## src/sv/wrc_pkg.sv

```systemverilog
package wrc_pkg;

  // FNV-1a 32-bit constants.
  localparam logic [31:0] FnvBasis = 32'h811C_9DC5;
  localparam logic [31:0] FnvPrime = 32'h0100_0193;

  // Record header layout.
  localparam logic [5:0] HashedHdrBytes = 6'd36;
  localparam logic [5:0] LastHdrIdx     = 6'd39;

  // Default depth of the command queue between the parser and the hash engine.
  localparam int unsigned WrcQueueDepth = 2;

  // Configuration register indexes.
  typedef enum logic [0:0] {
    CFG_MAGIC  = 1'b0,
    CFG_SCHEMA = 1'b1
  } cfg_idx_e;

  // Record verdict codes.
  typedef enum logic [1:0] {
    ST_OK       = 2'd0,
    ST_TRUNC    = 2'd1,
    ST_MISMATCH = 2'd2,
    ST_CSUM     = 2'd3
  } status_e;

  // One input request: a byte of the log stream.
  typedef struct packed {
    logic [7:0] data_byte;
    logic       last_byte;
  } wrc_in_t;

  // Header fields that travel with a verdict.
  typedef struct packed {
    logic [63:0]        sequence_res;
    logic signed [63:0] stamp_ns;
    logic [7:0]         entry_kind;
    logic [31:0]        action_bytes;
    logic [31:0]        payload_bytes;
  } wrc_fields_t;

  // One result request.
  typedef struct packed {
    logic [1:0]         status;
    logic [63:0]        sequence_res;
    logic signed [63:0] stamp_ns;
    logic [7:0]         entry_kind;
    logic [31:0]        action_bytes;
    logic [31:0]        payload_bytes;
  } wrc_out_t;

  // Command from the parser to the hash engine, one per accepted byte outside the discard phase.
  typedef struct packed {
    logic [7:0]  data_byte;
    logic        hdr_hash;    // fold the byte into the header hash
    logic        body_hash;   // fold the byte into the body hash
    logic        load_accum;  // header done: seed the accumulator with the header hash
    logic        part_end;    // last byte of a body part: fold its hash into the accumulator
    logic        emit;        // produce a result
    logic        check;       // status comes from the checksum compare
    status_e     status;      // status when no checksum compare is made
    logic        restart;     // return the hash state to its record-start values
    logic [31:0] stored_sum;
    wrc_fields_t fields;
  } wrc_cmd_t;

  // One FNV-1a step over a byte.
  function automatic logic [31:0] fnv_step(logic [31:0] h, logic [7:0] b);
    logic [31:0] x;
    x = h ^ {24'd0, b};
    return x * FnvPrime;
  endfunction

endpackage

```

## src/sv/wrc_front.sv

```systemverilog
module wrc_front (
  input  logic              clk_i,
  input  logic              rst_ni,
  input  logic              in_valid_i,
  output logic              in_ready_o,
  input  wrc_pkg::wrc_in_t  in_data_i,
  input  logic              cfg_we_i,
  input  logic [0:0]        cfg_index_i,
  input  logic [31:0]       cfg_wdata_i,
  input  logic              full_i,
  output logic              push_o,
  output wrc_pkg::wrc_cmd_t cmd_o
);
  import wrc_pkg::*;

  typedef enum logic [3:0] {
    PH_HEADER  = 4'b0001,
    PH_ACTION  = 4'b0010,
    PH_PAYLOAD = 4'b0100,
    PH_DISCARD = 4'b1000
  } phase_e;

  phase_e      phase_q, phase_d;
  logic [31:0] byte_idx_q, byte_idx_d;
  logic [31:0] exp_magic_q, exp_schema_q;

  // Captured header words.
  logic [31:0] magic_q, magic_d;
  logic [31:0] schema_q, schema_d;
  logic [63:0] seq_q, seq_d;
  logic [63:0] stamp_q, stamp_d;
  logic [7:0]  kind_q, kind_d;
  logic [31:0] act_len_q, act_len_d;
  logic [31:0] pay_len_q, pay_len_d;
  logic [31:0] sum_q, sum_d;

  logic        accept;
  logic [7:0]  b;
  logic        last;
  logic [5:0]  hidx;
  logic [5:0]  act_off;
  logic [5:0]  pay_off;
  logic [31:0] cnt_inc;
  logic        mismatch;
  wrc_fields_t fields_new;
  wrc_fields_t fields_reg;

  assign in_ready_o = !full_i;
  assign accept     = in_valid_i && in_ready_o;
  assign push_o     = accept && (phase_q != PH_DISCARD);
  assign b          = in_data_i.data_byte;
  assign last       = in_data_i.last_byte;
  assign hidx       = byte_idx_q[5:0];
  assign act_off    = hidx - 6'd25;
  assign pay_off    = hidx - 6'd29;
  assign cnt_inc    = byte_idx_q + 32'd1;

  // Header byte capture; each field byte is set once per record.
  always_comb begin
    magic_d   = magic_q;
    schema_d  = schema_q;
    seq_d     = seq_q;
    stamp_d   = stamp_q;
    kind_d    = kind_q;
    act_len_d = act_len_q;
    pay_len_d = pay_len_q;
    sum_d     = sum_q;
    if (accept && phase_q == PH_HEADER) begin
      case (hidx) inside
        [6'd0:6'd3]:   magic_d[{hidx[1:0], 3'b000} +: 8] = b;
        [6'd4:6'd7]:   schema_d[{hidx[1:0], 3'b000} +: 8] = b;
        [6'd8:6'd15]:  seq_d[{hidx[2:0], 3'b000} +: 8] = b;
        [6'd16:6'd23]: stamp_d[{hidx[2:0], 3'b000} +: 8] = b;
        6'd24:         kind_d = b;
        [6'd25:6'd28]: act_len_d[{act_off[1:0], 3'b000} +: 8] = b;
        [6'd29:6'd32]: pay_len_d[{pay_off[1:0], 3'b000} +: 8] = b;
        [6'd36:6'd39]: sum_d[{hidx[1:0], 3'b000} +: 8] = b;
        default: ;
      endcase
    end
  end

  assign mismatch = (magic_d != exp_magic_q) || (schema_d != exp_schema_q);

  assign fields_new = '{sequence_res: seq_d, stamp_ns: stamp_d, entry_kind: kind_d,
                        action_bytes: act_len_d, payload_bytes: pay_len_d};
  assign fields_reg = '{sequence_res: seq_q, stamp_ns: stamp_q, entry_kind: kind_q,
                        action_bytes: act_len_q, payload_bytes: pay_len_q};

  // Record parser: phase tracking and command build.
  always_comb begin
    phase_d       = phase_q;
    byte_idx_d    = byte_idx_q;
    cmd_o         = '0;
    cmd_o.data_byte = b;
    cmd_o.status  = ST_OK;
    if (accept) begin
      unique case (phase_q)
        PH_HEADER: begin
          cmd_o.hdr_hash = (hidx < HashedHdrBytes);
          if (hidx != LastHdrIdx) begin
            byte_idx_d = cnt_inc;
            if (last) begin
              cmd_o.emit    = 1'b1;
              cmd_o.status  = ST_TRUNC;
              cmd_o.restart = 1'b1;
              byte_idx_d    = '0;
            end
          end else begin
            byte_idx_d       = '0;
            cmd_o.fields     = fields_new;
            cmd_o.stored_sum = sum_d;
            if (mismatch) begin
              cmd_o.emit    = 1'b1;
              cmd_o.status  = ST_MISMATCH;
              cmd_o.restart = 1'b1;
              phase_d       = last ? PH_HEADER : PH_DISCARD;
            end else begin
              cmd_o.load_accum = 1'b1;
              if (act_len_d != '0) begin
                phase_d = PH_ACTION;
              end else if (pay_len_d != '0) begin
                phase_d = PH_PAYLOAD;
              end else begin
                cmd_o.emit    = 1'b1;
                cmd_o.check   = 1'b1;
                cmd_o.restart = 1'b1;
              end
              if (!cmd_o.emit && last) begin
                cmd_o.emit    = 1'b1;
                cmd_o.status  = ST_TRUNC;
                cmd_o.restart = 1'b1;
                phase_d       = PH_HEADER;
              end
            end
          end
        end
        PH_ACTION: begin
          cmd_o.body_hash  = 1'b1;
          cmd_o.fields     = fields_reg;
          cmd_o.stored_sum = sum_q;
          if (cnt_inc >= act_len_q) begin
            cmd_o.part_end = 1'b1;
            byte_idx_d     = '0;
            if (pay_len_q != '0) begin
              phase_d = PH_PAYLOAD;
            end else begin
              cmd_o.emit    = 1'b1;
              cmd_o.check   = 1'b1;
              cmd_o.restart = 1'b1;
              phase_d       = PH_HEADER;
            end
          end else begin
            byte_idx_d = cnt_inc;
          end
          if (!cmd_o.emit && last) begin
            cmd_o.emit    = 1'b1;
            cmd_o.status  = ST_TRUNC;
            cmd_o.restart = 1'b1;
            phase_d       = PH_HEADER;
            byte_idx_d    = '0;
          end
        end
        PH_PAYLOAD: begin
          cmd_o.body_hash  = 1'b1;
          cmd_o.fields     = fields_reg;
          cmd_o.stored_sum = sum_q;
          if (cnt_inc >= pay_len_q) begin
            cmd_o.part_end = 1'b1;
            cmd_o.emit     = 1'b1;
            cmd_o.check    = 1'b1;
            cmd_o.restart  = 1'b1;
            phase_d        = PH_HEADER;
            byte_idx_d     = '0;
          end else begin
            byte_idx_d = cnt_inc;
            if (last) begin
              cmd_o.emit    = 1'b1;
              cmd_o.status  = ST_TRUNC;
              cmd_o.restart = 1'b1;
              phase_d       = PH_HEADER;
              byte_idx_d    = '0;
            end
          end
        end
        PH_DISCARD: begin
          if (last) begin
            phase_d    = PH_HEADER;
            byte_idx_d = '0;
          end
        end
        default: begin
          phase_d    = PH_HEADER;
          byte_idx_d = '0;
        end
      endcase
    end
  end

  // Parser control state and configuration registers.
  always_ff @(posedge clk_i or negedge rst_ni) begin
    if (!rst_ni) begin
      phase_q      <= PH_HEADER;
      byte_idx_q   <= '0;
      exp_magic_q  <= 32'd0;
      exp_schema_q <= 32'd1;
    end else begin
      phase_q    <= phase_d;
      byte_idx_q <= byte_idx_d;
      if (cfg_we_i) begin
        unique case (cfg_index_i)
          CFG_MAGIC:  exp_magic_q  <= cfg_wdata_i;
          CFG_SCHEMA: exp_schema_q <= cfg_wdata_i;
          default: ;
        endcase
      end
    end
  end

  // Header capture registers.
  always_ff @(posedge clk_i) begin
    magic_q   <= magic_d;
    schema_q  <= schema_d;
    seq_q     <= seq_d;
    stamp_q   <= stamp_d;
    kind_q    <= kind_d;
    act_len_q <= act_len_d;
    pay_len_q <= pay_len_d;
    sum_q     <= sum_d;
  end

endmodule

```

## config.mk

```make
export PLATFORM = sky130hd
export DESIGN_NAME = wrc_front
export DESIGN_NICKNAME = d
export VERILOG_FILES = /design/src/sv/wrc_pkg.sv /design/src/sv/wrc_front.sv
export SDC_FILE = /design/constraint.sdc
export NUM_CORES = 1
export LEC_CHECK = 0
export BUFFER_PORTS_ARGS = -buffer_cell sky130_fd_sc_hd__buf_2
export CORE_UTILIZATION = 58
export CTS_CLUSTER_SIZE = 24
export DETAILED_ROUTE_END_ITERATION = 10
export GPL_TIMING_DRIVEN = 0
export PLACE_DENSITY = 0.81
export SLEW_MARGIN = 20
export SYNTH_ARGS = -nofsm -noshare
export SYNTH_HDL_FRONTEND = slang
export SYNTH_SLANG_ARGS = --single-unit
```

## constraint.sdc

```tcl
create_clock -name clk_i -period 6.8 [get_ports clk_i]
set_input_delay 0.68 -clock clk_i [delete_from_list [all_inputs] [get_ports clk_i]]
set_output_delay 0.68 -clock clk_i [all_outputs]
set_load 0.02 [all_outputs]
```

Yosys cells after proc, flatten, opt, wreduce, memory -nomap -nowiden
Index checks and enable logic that the tools add are counted.

word-level totals
  memory bits (read-only) = 0
  register bits after elaboration = 396
  memories = 0
  memory bits (writable) = 0
  bits in latches = 0

cells by class
  multipliers = 0
  order comparisons = 17
  $add $sub $neg = 7
  shift-type cells = 8
  div/mod/pow operators = 0
  multiplexer cells = 109
  bitwise logic cells = 1
  equal/unequal tests = 13
  reduce and logical (&&, ||, !) cells = 24

operators by type and width
  operator                                              count
  2-to-1 mux 32 bit                                     35
  one-hot mux 237 bit (3 select lines)                  1
  2-to-1 mux 64 bit                                     9
  2-to-1 mux 241 bit                                    1
  2-to-1 mux 232 bit                                    1
  bitwise mux 32 bit                                    5
  bitwise mux 64 bit                                    2
  one-hot mux 32 bit (4 select lines)                   1
  nonzero test 32 bit                                   3
  variable shift 8 x 7 -> 32 bit, first input constant  3
  variable part select 8 x 7 -> 32 bit                  3
  >= comparator 32 bit                                  2
  != test 32 bit                                        2
  variable shift 8 x 8 -> 64 bit, first input constant  1
  variable part select 8 x 8 -> 64 bit                  1
  2-to-1 mux 8 bit                                      6
  2-to-1 mux 4 bit                                      10
  adder 32 x 1 -> 32 bit, second input constant         1
  negator 5 -> 7 bit                                    3
  2-to-1 mux 1 bit                                      20
  2-to-1 mux 2 bit                                      10
  >= comparator 6 x 5 -> 1 bit, second input constant   3
  2-to-1 mux 3 bit                                      6
  one-hot mux 4 bit (4 select lines)                    1
  other kinds (30)                                      49

Logic depth before layout (Yosys ltp)
  word-level depth = 26
  mapped depth = 24
  mapped depth without buffers = 20

Worst setup path before layout
OpenSTA, ideal clock, no wires.

  path kind = flip-flop to output port
  from = reg byte_idx_q[0]
  to = out cmd_o[236] (netlist bit)
  slack = 1.188 ns
  stages on the path, launching flop included = 23
  path buffers = 4
  arrival time = 4.932 ns
  cell sequence = dfrtp_1 > clkbuf_1 > clkbuf_1 > clkbuf_1 > nand3_1 > nor3_1 > nand3_1 > nor2_1 > and2_1 > nand3_1 > nor2_1 > and3_1 > xor2_1 > ha_1 > nand4_1 > nor2_1 > inv_1 > nor4_1 > a31oi_1 > a31o_2 > o311a_1 > o2bb2ai_1 > buf_4

RTL lines
  element                 line              text
  from (decl)             wrc_front.sv:24   logic [31:0] byte_idx_q, byte_idx_d;
  from (signal assigned)  wrc_front.sv:209  byte_idx_q <= byte_idx_d;
  to (decl)               wrc_front.sv:12   output wrc_pkg::wrc_cmd_t cmd_o

==> metrics.md <==
| Metric | Value |
|---|---|
| Crit path arrival time | approximately 5.9 ns |
| Final worst setup slack | approximately 0.2 ns |
| Layout cells sized above 1 | 19.6% |
| Place WS | -0.606 ns |
| Initial antenna violation count | 0 |
| Max Clk Rate | around 150 MHz |
| GRT overflow | 0 |
| Hold crit path type | primary input to async pin |
| # placed instances | between 3,000 and 4,000 |
| Largest net degree at the start of global routing | between 50 and 60 |
| # Max-Cap Violations | 0 |
| Die Ht | slightly below 200 µm |
| Num CTS Buffers | 44 |
| Die area | roughly 37,000 µm² |
| Synth Cell Area | 21,000 µm² |
| Most frequent cell after synthesis | nand2_1 |
| Cell count after synthesis | about 2,400 |
| Most common flop cell mapped by yosys | dfxtp_1 |
| Syn_nets | approximately 2,500 |
| First drt pass iteration count | 6 |
| Detailed Route Iter0 Violations | between 2,000 and 2,500 |
| Sequential area share after synthesis | about 40% |
| Data required, critical path | 6.12 ns |
| Async SR Flop Fraction | approximately 25% |
| Status | complete, no violations |
| First-pass GRT wire length | about 110 mm |
| Die width | approximately 190 µm |
| Design Power | roughly 6.3 mW |
| Synthesis-to-finish area growth | 17.8% |
| CTS H-Tree Depth | 2 |
| Worst relative slew slack | between 20 and 30% |
| Yosys cell types | 85 |
| Main area contributors after synthesis | dfxtp_1 28%, dfrtp_1 12%, a22o_1 10% |
| Worst setup SP type | flip-flop |
| Pleak | 10.9 nW |
| Vias in the first global route | roughly 20,000 |
| Top-Level Pins | 298 |
| Fill count | approximately 2,900 |
| Fin. Hold Viols | 0 |
| Vias/cell | 6.48 |
| Mapped Avg Cell Area | about 8.7 µm² |
| Worst vdd rail ir drop | 0.000213 V |
| CTS tree | done |
| Post-route ant nets | 0 |
| Worst-path maximum fanout | 10 |
| Crit end category | output pin |
| GPL Wtd Cong | 1.01 |
| Worst Clk Skew | between 0.02 and 0.025 ns |
| Clock Tree Buf Depth | 3 |
| Row Count | a little under 70 |
| Core area | around 36,000 µm² |
| Synth warn | 0 |
| Nets@finish | about 2,900 |
| Fin cells | around 3,200 |
| Root buf cell | clkbuf_16 |
| Clock transition at path regs | approximately 0.060 ns |
| Worst slew pin tran | between 1 and 1.5 ns |
| Total wire length | 76.2 mm |
| Routed length per instance | about 24 µm |
| Skew-Pair Late Insertion Delay | between 0.5 and 0.6 ns |
| CTS hold repair buffers | 0 |
| PortBufs | between 200 and 300 |
| All-Layer GR Usage | roughly two fifths |
| Power Dens Cells | between 200 and 300 nW/µm² |
| Final setup fails | 0 |
| Slew Limit Fails | 0 |
| Total negative slack | 0 ns |
| WS Path Type | flip-flop to output pin |
| Post-synth EDFFs | 0 |
| Synth top area share | about 28% |
| Drt drc | 0 |
| Final HPWL DP | about 57 mm |
| # diodes | 0 |
| Unrepaired setup endpoints after global routing | no |
| Yosys top cell by area | dfxtp_1 |
| Flops & latches, synth | about 400 |
| Starting Density | between 50 and 60% |
| Final Cycle Share | a little over nine tenths |
| Via count | ~21,000 |
| Top cells by count, synth | 371 x nand2_1, 296 x dfxtp_1, 272 x o21ai_0 |
| Post-layout util | between 60 and 70% |
| Final min period | approximately 6.6 ns |
| Clock sinks | slightly below 400 |
cells in the final DEF, fill, tap and decap left out, types with 15 or more instances in the layout:
| cell type | netlist | final |
|---|---|---|
| nor4_1 | 19 | 18 |
| a21oi_1 | 40 | 40 |
| buf_1 | 15 | 15 |
| xnor2_1 | 40 | 40 |
| nor2b_1 | 19 | 18 |
| o31ai_1 | 19 | 19 |
| mux2_2 | 106 | 106 |
| dfxtp_1 | 296 | 296 |
| nor3_1 | 20 | 17 |
| clkbuf_16 | 0 | 48 |
| nand2b_1 | 24 | 24 |
| o21ai_0 | 272 | 272 |
| a22o_1 | 241 | 241 |
| ha_1 | 72 | 72 |
| mux2i_1 | 17 | 17 |
| dfrtp_1 | 98 | 97 |
| nor2_1 | 72 | 68 |
| nand2_1 | 371 | 371 |
| o22ai_1 | 18 | 18 |
| nand3_1 | 35 | 33 |
| and2_1 | 16 | 16 |
| inv_1 | 137 | 137 |
| clkbuf_1 | 143 | 141 |
| nand4_1 | 38 | 38 |
| buf_2 | 2 | 297 |
| a21o_1 | 32 | 32 |
| a31oi_1 | 23 | 23 |
| xor2_1 | 31 | 30 |
stage by stage:
stage          cell area [µm²]  hold slack, ns
6_report                 24800          0.0899
3_5_place_dp             23100           0.442
4_1_cts                  24700           0.102
2_1_floorplan            21000           0.384
3_3_place_gp             23100           0.436
5_1_grt                  24800           0.123
metal layers:
metal  track usage, %  vias to the layer above  share of wire (%)
met3             7.80                      307                 10
met4             24.3                        0                6.7
met2             61.6                     1299                 44
met1             52.0                    10000                 39
li1                 -                     9383                  -
met5                0                        -                  0
worst max-delay path, cell delays in order, from the launching register on:
cell and delay (ns):
dfrtp_2 0.40, clkbuf_2 0.20, buf_2 0.25, clkbuf_4 0.26, inv_1 0.10, ha_1 0.45
clkbuf_2 0.26, nand2b_1 0.11, clkbuf_1 0.47, nor2_1 0.34, and2_1 0.30, mux2_2 0.34
nor4_1 0.41, nand4_1 0.30, or3_1 0.42, a21oi_1 0.21, o21ai_0 0.13, o211a_1 0.26
buf_2 0.17
path summary, 6_finish.rpt:
path / slack [ns] / depth (start not counted) / end / startpoint
max: 0.20 / 18 / cmd_o[233] / byte_idx_q[0]
min reg2reg: 0.45 / 2 / schema_q[27] / schema_q[27]
min in group clk_i: 0.35 / 3 / exp_magic_q[17] / cfg_wdata_i[17]
max in group asynchronous: 5.99 / 2 / exp_schema_q[0] / rst_ni
max reg2reg: 0.31 / 21 / byte_idx_q[27] / byte_idx_q[3]
min: 0.09 / 1 / exp_schema_q[26] / rst_ni
sequential cells by signal, indices dropped and copies added, names as in the netlist:
signal and count:
act_len_q 32, byte_idx_q 32, exp_magic_q 32, exp_schema_q 32, kind_q 8, magic_q 32, pay_len_q 32, phase_q 4
schema_q 32, seq_q 64, stamp_q 64, sum_q 32
repair_timing:
item                                    CTS  global route
endpoints found under the setup margin   56            35
pin swaps                                 1             1
resized for setup                        10            28
buffers inserted                          3             1
power breakdown:
| group | switching (mW) | internal, mW |
|---|---|---|
| combinational | 0.882 | 0.404 |
| clock | 1.01 | 1.50 |
| sequential | 0.100 | 2.43 |
layout make-up:
cell class	count	area, µm²	share of cell area [%]
Multi-Input combinational cell	1702	11500	46.4
Tap cell	461	577	2.33
Sequential cell	396	8430	34.1
Timing Repair Buffer	300	1550	6.25
Inverter	137	514	2.08
Clock inverter	15	193	0.779
Buffer	168	689	2.79
Clock buffer	64	1320	5.34
cell families after synthesis:
family                   Yosys count  synth area share (%)
flip-flops                       396                  40.1
AO/OA/AOI/OAI                    739                  24.5
XOR/XNOR                          71                  2.96
buffers and inverters            307                  5.69
multiplexers                     124                  6.54
AND/OR/NAND/NOR                  696                  15.9
adder cells (fa/ha/maj)           72                  4.29
(Power assumes the default switching activity.)
